### src/sv/fir_filter_11_tap_fixed_point_assert.svh
// Assertion macros for the FIR filter block.
// No dependencies; define SYNTH to compile the checks out.
`ifndef FIR_FILTER_11_TAP_FIXED_POINT_ASSERT_SVH
`define FIR_FILTER_11_TAP_FIXED_POINT_ASSERT_SVH
`ifndef SYNTH
`define FIR11_ASSERT_IMP(label, clk, rst, ante, cons, msg) \
   label: assert property (@(posedge clk) disable iff (rst) (ante) |-> (cons)) \
      else $error(msg);
`define FIR11_ASSERT_NEXT(label, clk, rst, ante, cons, msg) \
   label: assert property (@(posedge clk) disable iff (rst) (ante) |=> (cons)) \
      else $error(msg);
`else
`define FIR11_ASSERT_IMP(label, clk, rst, ante, cons, msg)
`define FIR11_ASSERT_NEXT(label, clk, rst, ante, cons, msg)
`endif
`endif

### src/sv/fir11_pkg.sv
// Shared constants and coefficient lookup for the 11-tap FIR filter.
// No dependencies.
package fir11_pkg;

   localparam int TAP_COUNT_DEF    = 11;
   localparam int SAMPLE_BITS_DEF  = 13;
   localparam int APPROX_SHIFT_DEF = 0;

   localparam int OUT_BITS   = 14;
   localparam int COEF_BITS  = 12;
   localparam int COEF_COUNT = 11;
   localparam int COEF_IDX_W = $clog2(COEF_COUNT);

   localparam logic signed [COEF_BITS-1:0] COEF_TABLE [COEF_COUNT] = '{
      -12'sd1, -12'sd52, -12'sd102, 12'sd260, 12'sd1125, 12'sd1630,
      12'sd1125, 12'sd260, -12'sd102, -12'sd52, -12'sd1
   };

   // taps past the table carry a zero coefficient
   function automatic logic signed [COEF_BITS-1:0] coef_at(input int idx);
      logic signed [COEF_BITS-1:0] c;
      c = '0;
      if (idx < COEF_COUNT) begin
         c = COEF_TABLE[COEF_IDX_W'(idx)];
      end
      return c;
   endfunction

endpackage

### src/sv/fir11_if.sv
// Valid/ready stream interfaces for the FIR filter sample channels.
// No dependencies.
interface fir11_req_if #(parameter int SAMPLE_BITS = 13);
   logic                          valid;
   logic                          ready;
   logic signed [SAMPLE_BITS-1:0] sample_in;

   modport source (output valid, output sample_in, input ready);
   modport sink   (input valid, input sample_in, output ready);
endinterface

interface fir11_rsp_if #(parameter int OUT_BITS = 14);
   logic                       valid;
   logic                       ready;
   logic signed [OUT_BITS-1:0] sample_out;

   modport source (output valid, output sample_out, input ready);
   modport sink   (input valid, input sample_out, output ready);
endinterface

### src/sv/fir_filter_11_tap_fixed_point.sv
// Channel  Dir  Payload                     Handshake
// req_if   in   sample_in  (SAMPLE_BITS, s) valid/ready
// rsp_if   out  sample_out (14, s)          valid/ready
//
// One sample per clock; the result of a sample is offered the cycle after its beat.
// Throughput is set by the cell chain: every cell does one constant multiply and
// one add per accepted beat, with the sample broadcast to all cells.
// Cell 0's partial sum register is the output register, so a stalled rsp side
// holds the whole chain and blocks req until the pending beat is taken.
// Synchronous reset clears the partial sums (empty history) and the output valid.
`include "fir_filter_11_tap_fixed_point_assert.svh"
module fir_filter_11_tap_fixed_point import fir11_pkg::*; #(
   parameter int TAP_COUNT    = TAP_COUNT_DEF,
   parameter int SAMPLE_BITS  = SAMPLE_BITS_DEF,
   parameter int APPROX_SHIFT = APPROX_SHIFT_DEF
) (
   input logic         clock,
   input logic         reset,
   fir11_req_if.sink   req_if,
   fir11_rsp_if.source rsp_if
);

   localparam int ACC_W       = SAMPLE_BITS + COEF_BITS + $clog2(TAP_COUNT);
   localparam int FINAL_SHIFT = SAMPLE_BITS - 1 - 2 * APPROX_SHIFT;
   localparam int SHR         = (FINAL_SHIFT > 0) ? FINAL_SHIFT : 0;
   localparam int SHL         = (FINAL_SHIFT < 0) ? -FINAL_SHIFT : 0;
   localparam int EXT_W       = ACC_W + OUT_BITS;

   logic                          advance;
   logic                          rsp_valid_ff;
   logic                          rsp_valid_in;
   logic signed [SAMPLE_BITS-1:0] x_shifted;
   logic signed [ACC_W-1:0]       psum [TAP_COUNT+1];
   logic signed [EXT_W-1:0]       sum_ext;
   logic signed [EXT_W-1:0]       sum_scaled;

   assign req_if.ready = !rsp_valid_ff || rsp_if.ready;
   assign advance      = req_if.valid && req_if.ready;
   assign x_shifted    = req_if.sample_in >>> APPROX_SHIFT;

   // end of chain feeds zero into the last cell
   assign psum[TAP_COUNT] = '0;

   for (genvar k = 0; k < TAP_COUNT; k++) begin : g_cell
      fir11_cell #(
         .TAP_INDEX    (k),
         .SAMPLE_BITS  (SAMPLE_BITS),
         .APPROX_SHIFT (APPROX_SHIFT),
         .ACC_W        (ACC_W)
      ) u_cell (
         .clock     (clock),
         .reset     (reset),
         .advance   (advance),
         .x         (x_shifted),
         .psum_next (psum[k+1]),
         .psum      (psum[k])
      );
   end

   always_comb begin
      rsp_valid_in = rsp_valid_ff;
      if (advance) begin
         rsp_valid_in = 1'b1;
      end else if (rsp_if.ready) begin
         rsp_valid_in = 1'b0;
      end
   end

   always_ff @(posedge clock) begin
      if (reset) begin
         rsp_valid_ff <= 1'b0;
      end else begin
         rsp_valid_ff <= rsp_valid_in;
      end
   end

   // final scaling is constant shifts and truncation only
   assign sum_ext           = $signed({{OUT_BITS{psum[0][ACC_W-1]}}, psum[0]});
   assign sum_scaled        = (sum_ext >>> SHR) <<< SHL;
   assign rsp_if.valid      = rsp_valid_ff;
   assign rsp_if.sample_out = sum_scaled[OUT_BITS-1:0];

   `FIR11_ASSERT_NEXT(a_beat_gives_result, clock, reset,
      advance, rsp_valid_ff, "accepted beat did not produce a result")
   `FIR11_ASSERT_IMP(a_stall_blocks_req, clock, reset,
      rsp_valid_ff && !rsp_if.ready, !req_if.ready, "req ready while result is stalled")
   `FIR11_ASSERT_NEXT(a_chain_holds, clock, reset,
      !advance, $stable(psum[0]), "output sum moved without a beat")

endmodule

### src/sv/fir11_cell.sv
// One transposed-form FIR cell: constant multiply plus partial sum register.
// Depends on fir11_pkg.
module fir11_cell import fir11_pkg::*; #(
   parameter int TAP_INDEX    = 0,
   parameter int SAMPLE_BITS  = SAMPLE_BITS_DEF,
   parameter int APPROX_SHIFT = APPROX_SHIFT_DEF,
   parameter int ACC_W        = SAMPLE_BITS_DEF + COEF_BITS + 4
) (
   input  logic                          clock,
   input  logic                          reset,
   input  logic                          advance,
   input  logic signed [SAMPLE_BITS-1:0] x,
   input  logic signed [ACC_W-1:0]       psum_next,
   output logic signed [ACC_W-1:0]       psum
);

   localparam int PROD_W = SAMPLE_BITS + COEF_BITS;
   localparam logic signed [COEF_BITS-1:0] COEF = coef_at(TAP_INDEX) >>> APPROX_SHIFT;

   logic signed [PROD_W-1:0] prod;
   logic signed [ACC_W-1:0]  psum_in;
   logic signed [ACC_W-1:0]  psum_ff;

   assign prod    = x * COEF;
   assign psum_in = $signed({{(ACC_W-PROD_W){prod[PROD_W-1]}}, prod}) + psum_next;
   assign psum    = psum_ff;

   always_ff @(posedge clock) begin
      if (reset) begin
         psum_ff <= '0;
      end else if (advance) begin
         psum_ff <= psum_in;
      end
   end

endmodule

### src/flat_wrapper.sv
// flat-port wrapper written by rule: the top's interface ports become plain ports
module fir_filter_11_tap_fixed_point_flat import fir11_pkg::*;
#(
   parameter int TAP_COUNT    = TAP_COUNT_DEF,
   parameter int SAMPLE_BITS  = SAMPLE_BITS_DEF,
   parameter int APPROX_SHIFT = APPROX_SHIFT_DEF
)
  (clock, reset, req_if_valid, req_if_sample_in, req_if_ready, rsp_if_valid, rsp_if_sample_out, rsp_if_ready);
  fir11_req_if #(.SAMPLE_BITS(SAMPLE_BITS)) req_if_i ();
  fir11_rsp_if #(.OUT_BITS(OUT_BITS)) rsp_if_i ();
  input logic clock;
  input logic reset;
  input wire logic [$bits(req_if_i.valid)-1:0] req_if_valid;
  input wire logic [$bits(req_if_i.sample_in)-1:0] req_if_sample_in;
  output wire logic [$bits(req_if_i.ready)-1:0] req_if_ready;
  output wire logic [$bits(rsp_if_i.valid)-1:0] rsp_if_valid;
  output wire logic [$bits(rsp_if_i.sample_out)-1:0] rsp_if_sample_out;
  input wire logic [$bits(rsp_if_i.ready)-1:0] rsp_if_ready;
  assign req_if_i.valid = req_if_valid;
  assign req_if_i.sample_in = req_if_sample_in;
  assign req_if_ready = req_if_i.ready;
  assign rsp_if_valid = rsp_if_i.valid;
  assign rsp_if_sample_out = rsp_if_i.sample_out;
  assign rsp_if_i.ready = rsp_if_ready;
  fir_filter_11_tap_fixed_point #(.TAP_COUNT(TAP_COUNT), .SAMPLE_BITS(SAMPLE_BITS), .APPROX_SHIFT(APPROX_SHIFT)) u_core (.clock(clock), .reset(reset), .req_if(req_if_i), .rsp_if(rsp_if_i));
endmodule
### config.mk
export PLATFORM = sky130hd
export DESIGN_NAME = fir_filter_11_tap_fixed_point_flat
export DESIGN_NICKNAME = d
export VERILOG_FILES = /design/src/sv/fir11_pkg.sv /design/src/sv/fir11_if.sv /design/src/sv/fir_filter_11_tap_fixed_point.sv /design/src/sv/fir11_cell.sv /design/src/flat_wrapper.sv
export VERILOG_INCLUDE_DIRS = /design/src /design/src/sv
export SDC_FILE = /design/constraint.sdc
export NUM_CORES = 1
export LEC_CHECK = 0
export ABC_AREA = 1
export BUFFER_PORTS_ARGS = -buffer_cell sky130_fd_sc_hd__buf_4
export CORE_UTILIZATION = 37
export DETAILED_ROUTE_END_ITERATION = 7
export MAX_ROUTING_LAYER = met4
export PLACE_DENSITY_LB_ADDON = 0.3
export RECOVER_POWER = 25
export SYNTH_ARGS = -nofsm -noshare
export SYNTH_HDL_FRONTEND = slang
export SYNTH_SLANG_ARGS = --single-unit
export TNS_END_PERCENT = 100
### constraint.sdc
create_clock -name clock -period 6.35 [get_ports clock]
set_input_delay 1.27 -clock clock [delete_from_list [all_inputs] [get_ports clock]]
set_output_delay 1.27 -clock clock [all_outputs]
set_load 0.02 [all_outputs]
Word-level counts from Yosys, hierarchy flattened
Cells that the tools add are included.

word-level totals
  register bits = 204
  input bits = 17
  output and inout bits = 16
  logic and storage cells = 28

cells by class
  add/subtract/negate cells = 8
  multiply operators = 5
  muxes and demuxes = 2
  reductions and logical operators = 4

operators with widths
  cell                      number
  $add A25 B26 Y26          3
  $add A20 B26 Y26          1
  $add A21 B26 Y26          1
  $add A23 B26 Y26          1
  $add A25 B23 Y26          1
  $mul A13 B12 Y25 const B  1
  $neg A13 Y25              1
  $mul A13 B11 Y24 const B  1
  $mul A13 B8 Y21 const B   1
  $mul A13 B7 Y20 const B   1
  $mul A13 B5 Y18 const B   1
  $mux W1                   2
  $reduce_bool A2 Y1        1
  $logic_and A1 B1 Y1       1
  $logic_not A1 Y1          1
  $logic_or A1 B1 Y1        1

Logic depth before layout (Yosys ltp)
Gate-level depths: netlist of run 1.

  depth after elaboration = 4
  depth in mapped cells = 34
  mapped depth without buffers = 34

Hierarchy
A second synthesis of run 1 with hierarchy kept.

second synthesis, totals
  cells, all modules = 6,042
  area, all modules = 39,113.8 um^2

by module, submodules not included
  module                                      times used  cells each  area an instance (um^2)
  fir11_cell at u_core.g_cell[5].u_cell       1           892         6,319.8
  fir11_cell at u_core.g_cell[6].u_cell       1           846         5,945.7
  fir11_cell at u_core.g_cell[4].u_cell       1           845         5,878.1
  fir11_cell at u_core.g_cell[2].u_cell       1           787         4,996.0
  fir11_cell at u_core.g_cell[1].u_cell       1           728         4,421.7
  fir11_cell at u_core.g_cell[7].u_cell       1           614         3,748.6
  fir11_cell at u_core.g_cell[3].u_cell       1           610         3,722.3
  fir11_cell at u_core.g_cell[0].u_cell       1           623         3,365.7
  fir11_cell at u_core.g_cell[10].u_cell ...  3           30          221.5
  fir_filter_11_tap_fixed_point               1           7           51.3

Worst setup path after synthesis of run 1
OpenSTA, ideal clock, no wires.

  kind = input to register
  start point = input req_if_sample_in[11]
  end point = register u_core.g_cell[5].u_cell.psum_ff[25]
  library setup time = 0.109 ns
  arrival = 6.281 ns
  slack = -0.040 ns
  cell stages on the path = 32
  path through = inv_1 ha_1 inv_1 ha_1 fa_1 inv_1 fa_1 fa_1 inv_1 ha_1 nand2_1 inv_1 nand2_1 and2_1 nand2_1 a31oi_1 o21ai_2 nand2_1 nand2_1 xor2_1 ha_1 nand2_1 nor2_1 nand2_1 nor2_1 nand2_1 nand3_1 inv_1 nand3_1 nand3_1 nand2_1 inv_1

on the way
  word-level cells in the longest chain between the ends = 2

ends and longest elaborated chain
  element               line                RTL
  start, declared       flat_wrapper.sv:14  input wire logic [$bits(req_if_i.sample_in)-1:0] req_if_sample_in;
  $mul A13 B11 Y24      fir11_cell.sv:24    assign prod = x * COEF;
  $add A25 B26 Y26      fir11_cell.sv:25    assign psum_in = $signed({{(ACC_W-PROD_W){prod[PROD_W-1]}}, prod}) + psum_next;
  end signal, assigned  fir11_cell.sv:32    psum_ff <= psum_in;
  end, declared         fir11_cell.sv:22    logic signed [ACC_W-1:0] psum_ff;

No other way between the ends.
A chain may end at the register's enable or synchronous reset.

Worst setup path in the final report of run 1
  start point = input req_if_sample_in[4]
  end point = register u_core.g_cell[2].u_cell.psum_ff[18]

on the way
  word-level cells in the longest chain between the ends = 2

ends and longest elaborated chain
  element               line
  $mul A13 B7 Y20       fir11_cell.sv:24
  $add A21 B26 Y26      fir11_cell.sv:25
  end signal, assigned  fir11_cell.sv:32
  end, declared         fir11_cell.sv:22

No other way between the ends.

==> results of run 1 <==
-- registers in the layout (all words and copies together), names as in the netlist --
register,flops
u_core.rsp_if.valid,1
u_core.g_cell.u_cell.psum,189
-- critical path, cell delays in order --
cell      delay, ns
buf_4          0.14
ha_2           0.37
inv_1          0.06
fa_1           0.50
inv_1          0.06
fa_1           0.54
inv_1          0.06
fa_1           0.55
inv_1          0.05
ha_1           0.31
nand2_1        0.07
o21ai_2        0.15
a21oi_1        0.09
buf_4          0.15
buf_4          0.13
xnor2_1        0.45
ha_1           0.39
a21oi_1        0.21
o21ai_0        0.12
a21oi_1        0.25
o21ai_4        0.15
and2_1         0.18
o21bai_1       0.12
nand3_1        0.10
nand2_1        0.09
inv_1          0.04
-- path summary, 6_finish.rpt --
path                                           end                            start  slack, ns
setup / recovery  u_core.g_cell[2].u_cell.psum[18]              req_if_sample_in[4]       0.13
hold / removal     u_core.g_cell[1].u_cell.psum[0]  u_core.g_cell[1].u_cell.psum[0]       0.48
setup reg to reg  u_core.g_cell[0].u_cell.psum[14]              u_core.rsp_if.valid       3.50
hold reg to reg    u_core.g_cell[1].u_cell.psum[0]  u_core.g_cell[1].u_cell.psum[0]       0.48
-- stage by stage --
| stage | util | TNS (ns) | instances | worst slack (ns) | area (µm²) |
|---|---|---|---|---|---|
| after detailed placement | 0.442 | -7.77 | 5034 | -0.471 | 29900 |
| after global routing | 0.456 | -0.215 | 5069 | -0.0509 | 30900 |
| after CTS | 0.450 | 0 | 5066 | 0.0716 | 30500 |
| final | 0.456 | 0 | 5069 | 0.126 | 30900 |
| after global placement | 0.442 | -8.13 | 5034 | -0.383 | 29900 |
| after floorplan | - | 0 | 3760 | 0.0106 | 25500 |
-- cell families after synthesis --
kind of cell,after synthesis
simple gates,1458
compound gates,730
buf+inv,704
fa+ha+maj,508
flops,190
xor+xnor,170
-- metal layers --
metal | GRT usage | vias up
met1 | 0.375 | 11939
met5 | - | -
met3 | 0.0255 | 57
met4 | 0.0491 | 0
met2 | 0.379 | 579
li1 | - | 13067
-- layout make-up --
| class | instances | area (µm²) |
|---|---|---|
| clock buffers | 19 | 443 |
| clock inverters | 13 | 141 |
| fillers | 7117 | 36900 |
| inverters | 637 | 2400 |
| multi-input cells | 2866 | 19500 |
| flip-flops and latches | 190 | 3800 |
| well taps | 873 | 1090 |
| repair buffers | 471 | 3510 |
-- cell usage in the layout, fill, tap and decap left out, drive strengths merged, types with 14 or more instances in the layout --
cell type  netlist  final
buf             30    451
nand2          626    626
a21oi          303    303
xnor2           57     57
a21boi          14     14
nor2           510    510
a21o            41     41
clkbuf          37     39
o21bai          29     29
o211ai          18     18
nand3          191    191
o21ai          290    290
xor2           113    113
inv            637    645
nor3            35     35
fa             125    125
nand4           48     48
ha             383    383
dfxtp          190    190
-- what timing repair did --
action	in CTS	in global routing
gates resized for setup	0	79
hold buffers	0	0
endpoints found under the setup margin	0	26
buffers inserted	0	3
==> impl_metrics.json, run 1 <==
{
  "outcome": "finished, violations left",
  "violations": "capacitance limit, slew limit",
  "worst_pin_slew_ns": 3.70,
  "cts_buffers": 17,
  "synth-seq-cells": 190,
  "drc_errors": 0,
  "grt_overflow": 0,
  "vias": 25642,
  "grt_max_degree": 115,
  "hold_ws_ns": 0.477,
  "syn_area_um2": 25500,
  "cts-root-buf": "clkbuf_16",
  "synth_cell_type_count": 52,
  "synth_cells": 3760,
  "drt-met1-wl_mm": 44.4,
  "cp_max_fo": 4,
  "finalSetupViolCount": 0,
  "place_congestion": 0.961,
  "dp_hpwl_mm": 72.7,
  "yosys.area.top_type": "ha_1",
  "cts.clk_slew.worst_paths_ns": 0.09,
  "met2_wirelength_mm": 36.9,
  "io_pins": 33,
  "io_buffers": 32,
  "synth_seq_area_share": 0.149,
  "drive_gt1_frac": 0.148,
  "fin_crit_ns": 6.22,
  "routed_wl_mm": 86.9,
  "synth-compound-area-share": 0.163,
  "wl_met3_mm": 4.48,
  "core_um2": 67800,
  "netlist.area_leader.share": 0.188,
  "synthSimpleGateAreaFrac": 0.238,
  "grt_pass1_wl_mm": 135,
  "hold_depth": 2,
  "antenna_left": 0,
  "drv_cap": 3,
  "topRoutingLayerUsed": "met4",
  "grt_pass1_vias": 24047,
  "startpoint_type": "input port",
  "via_per_inst": 5.06,
  "synth_fa_ha_area_frac": 0.286,
  "fin_nets": 4708,
  "insertedDiodeCount": 0,
  "syn_avg_cell_area_um2": 6.79,
  "clock_sinks": 190,
  "grt_util_all_layers": 0.256,
  "synth_xor_area_frac": 0.0586,
  "synthTopCellsByArea": "ha_1, dfxtp_1, fa_1",
  "synth_most_common_cell": "inv_1",
  "drtPass1Iterations": 7,
  "h-tree-depth": 4,
  "initial_utilization": 0.377,
  "r2r_cells": 7,
  "end_kind": "flop",
  "hold_viol_final": 0,
  "synth_nets": 4285,
  "slew_violations": 160,
  "yosysWarnings": 0,
  "rows": 95,
  "synth_edf_count": 0,
  "post_drt_wl_per_cell_um": 17.1,
  "layout_worst_path_cycle_share": 0.980,
  "critical_path_required_ns": 6.76,
  "synth_top_family_by_area": "adder cells",
  "async_flop_share": 0,
  "clk_latency_ns": 0.51,
  "relSlewSlack": -1.47,
  "cts_tree": "yes",
  "clock_skew_ns": 0.0167,
  "drtIter0Drc": 1981,
  "clockBufferDepth": 2,
  "die_x_um": 265,
  "rsz0062_at_grt": "true",
  "area_delta_synth_final_pct": 20.9,
  "synth_ff_type": "dfxtp_1",
  "fmax_mhz": 161,
  "die_area_um2": 70000,
  "crit_type": "input port to flop",
  "antenna_found_initial": 0,
  "worst_hold_path_type": "flop to flop",
  "die_h_um": 265,
  "synthTopCellsByCount": "inv_1, nand2_1, nor2_1",
  "muxShareOfSynthArea": 0,
  "cp.arrival_ns": 6.63
}
Power of run 1 is not shown: default switching activity piles up to over one toggle a cycle in this logic, so the estimate is an artifact.
==> run 2: changes to the inputs <==
CELL_PAD_IN_SITES_DETAIL_PLACEMENT = 1   (was not set)
CELL_PAD_IN_SITES_GLOBAL_PLACEMENT = 1   (was not set)
CORE_UTILIZATION = 40   (was 37)
==> run 2 against run 1 <==
  * The flow now finishes without violations
  * Maximum frequency increased by 0.74%
  * Wire length increased by 14%
  * Worst setup slack improved by 0.046 ns
  * Sequential share of layout area decreased by 0.15 points
  * Global-route usage increased by 5.7 points
  * Largest cell class unchanged
  * Register-to-register slack improved by 0.15 ns
  * Final cell count decreased by 0.12%
  * First-iteration DRC count decreased by 15%
  * Via count increased by 4.5%
  * Utilization increased by 4.0 points
  * Final area increased by 1.3%
==> impl_metrics.json, run 2 (synthesis gave the netlist of run 1 again) <==
{
  "h-tree-depth": 4,
  "via_per_inst": 5.29,
  "die_area_um2": 64800,
  "worst_pin_slew_ns": 0.963,
  "cts.clk_slew.worst_paths_ns": 0.08,
  "min_from": "u_core.g_cell[1].u_cell.psum[0]",
  "critical_path_required_ns": 6.76,
  "cts-root-buf": "clkbuf_16",
  "critPathTopFamily": "adder cells",
  "slew_violations": 0,
  "core_um2": 63100,
  "setup_slack_ns": 0.171,
  "dp_hpwl_mm": 81.6,
  "cp.arrival_ns": 6.59,
  "dp_slack_ns": -0.721,
  "mostFrequentLayoutCell": "inv_1",
  "drtIter0Drc": 1693,
  "grt_util_all_layers": 0.313,
  "rows": 92,
  "dp_cells": 5027,
  "post_drt_wl_per_cell_um": 19.5,
  "fin_nets": 4727,
  "met1_usage": 0.414,
  "drv_cap": 0,
  "clockBufferDepth": 2,
  "rsz0062_at_grt": "true",
  "place_congestion": 0.981,
  "crit_buf_inv": 8,
  "crit_slowest_cell": "fa_1",
  "hold_viol_final": 0,
  "clock_skew_ns": 0.0197,
  "cp_max_fo": 4,
  "final_util": 0.495,
  "cts_buffers": 17,
  "grt_pass1_wl_mm": 152,
  "stdcell_area_um2": 31300,
  "grt-busiest-layer": "met2",
  "io_pins": 33,
  "crit_type": "input port to flop",
  "area_delta_synth_final_pct": 22.4,
  "startpoint": "req_if_sample_in[2]",
  "r2r_start": "u_core.g_cell[5].u_cell.psum[0]",
  "cts_tree": "yes",
  "antenna_left": 0,
  "routed_wl_mm": 98.6,
  "die_h_um": 255,
  "fin_crit_ns": 6.18,
  "cp_cell_sequence": "buf_4 > ha_4 > buf_4 > ha_1 > fa_1 > inv_1 > fa_1 > fa_1 > inv_1 > ha_1 > inv_1 > o21ai_4 > buf_4 > xor2_1 > ha_1 > a21oi_1 > nor2_1 > nor2_1 > nand2_1 > buf_4 > a31oi_1 > xnor2_1 > o21ai_0 > inv_1",
  "outcome": "finished clean",
  "antenna_found_initial": 1,
  "clk_latency_ns": 0.53,
  "largest_register_ffs": 189,
  "io_buffers": 32,
  "drc_errors": 0,
  "initial_utilization": 0.405,
  "drtPass1Iterations": 6,
  "stdcell_count": 5063,
  "worst_hold_path_type": "flop to flop",
  "startpoint_type": "input port",
  "layout_worst_path_cycle_share": 0.973,
  "clock_sinks": 190,
  "end_kind": "flop",
  "grtUsageMet3": 0.0327,
  "fillCellCount": 8322,
  "cpPeakStageDelay_ns": 0.56,
  "grt_max_degree": 112,
  "drive_gt1_frac": 0.163,
  "vias": 26808,
  "finalSetupViolCount": 0,
  "relSlewSlack": 0.354,
  "use_met2": 0.503,
  "fmax_mhz": 162,
  "grt_pass1_vias": 27471,
  "placed_area_um2": 30100,
  "die_x_um": 255,
  "final_cell_mix": "inv_1, nand2_1, nor2_1",
  "grt_overflow": 0
}
-- run 2: cell count changes in the layout (fill, tap and decap cells not counted), moves of 4 or more --
cell | previous run | this run
a21oi_2 | 29 | 41
clkbuf_1 | 21 | 16
o21ai_0 | 230 | 224
a21oi_1 | 274 | 262
clkinv_8 | 1 | 5
nor2_1 | 498 | 493
ha_1 | 368 | 364
buf_4 | 447 | 466
nand2_1 | 612 | 608
-- run 2: repair_timing --
item                                    CTS  global route
endpoints found under the setup margin    5            38
gates cloned                              0             0
hold buffers                              0             0
resized for setup                         4           132
pin swaps                                 0            41
buffers inserted                          0             2
-- run 2: tightest hold or removal path, cell delays in order, from the launching register on --
cell and delay [ns]:
dfxtp_1 0.31, inv_1 0.06, a21oi_1 0.06
-- run 2: cell type report --
type | instances | area (µm²) | area share
clock buffers | 17 | 425 | 0.0136
repair buffers | 490 | 3690 | 0.118
well taps | 846 | 1060 | 0.0339
diodes | 2 | 5.00 | 0.000160
clock inverters | 15 | 188 | 0.00601
flip-flops and latches | 190 | 3800 | 0.122
inverters | 637 | 2400 | 0.0769
multi-input cells | 2866 | 19700 | 0.630
-- run 2: routing by layer --
metal | wire (µm) | vias up
li1 | - | 13098
met1 | 46700 | 13090
met2 | 44900 | 484
met3 | 4020 | 136
met4 | 3010 | 0
met5 | 0 | -
-- run 2: final timing paths --
path / to / slack [ns] / depth (start not counted)
min reg2reg: u_core.g_cell[1].u_cell.psum[0] / 0.48 / 2
max: u_core.g_cell[5].u_cell.psum[11] / 0.17 / 24
min: u_core.g_cell[1].u_cell.psum[0] / 0.48 / 2
max reg2reg: u_core.g_cell[4].u_cell.psum[10] / 3.65 / 12
-- run 2: per-stage QoR --
| stage | setup TNS (ns) | hold slack [ns] |
|---|---|---|
| finish | 0 | 0.478 |
| global placement | -9.70 | 0.457 |
| CTS | 0 | 0.482 |
| global route | -0.198 | 0.511 |
| floorplan | 0 | 0.444 |
| detailed placement | -13.74 | 0.470 |
Power of run 2 is left out for the same reason.
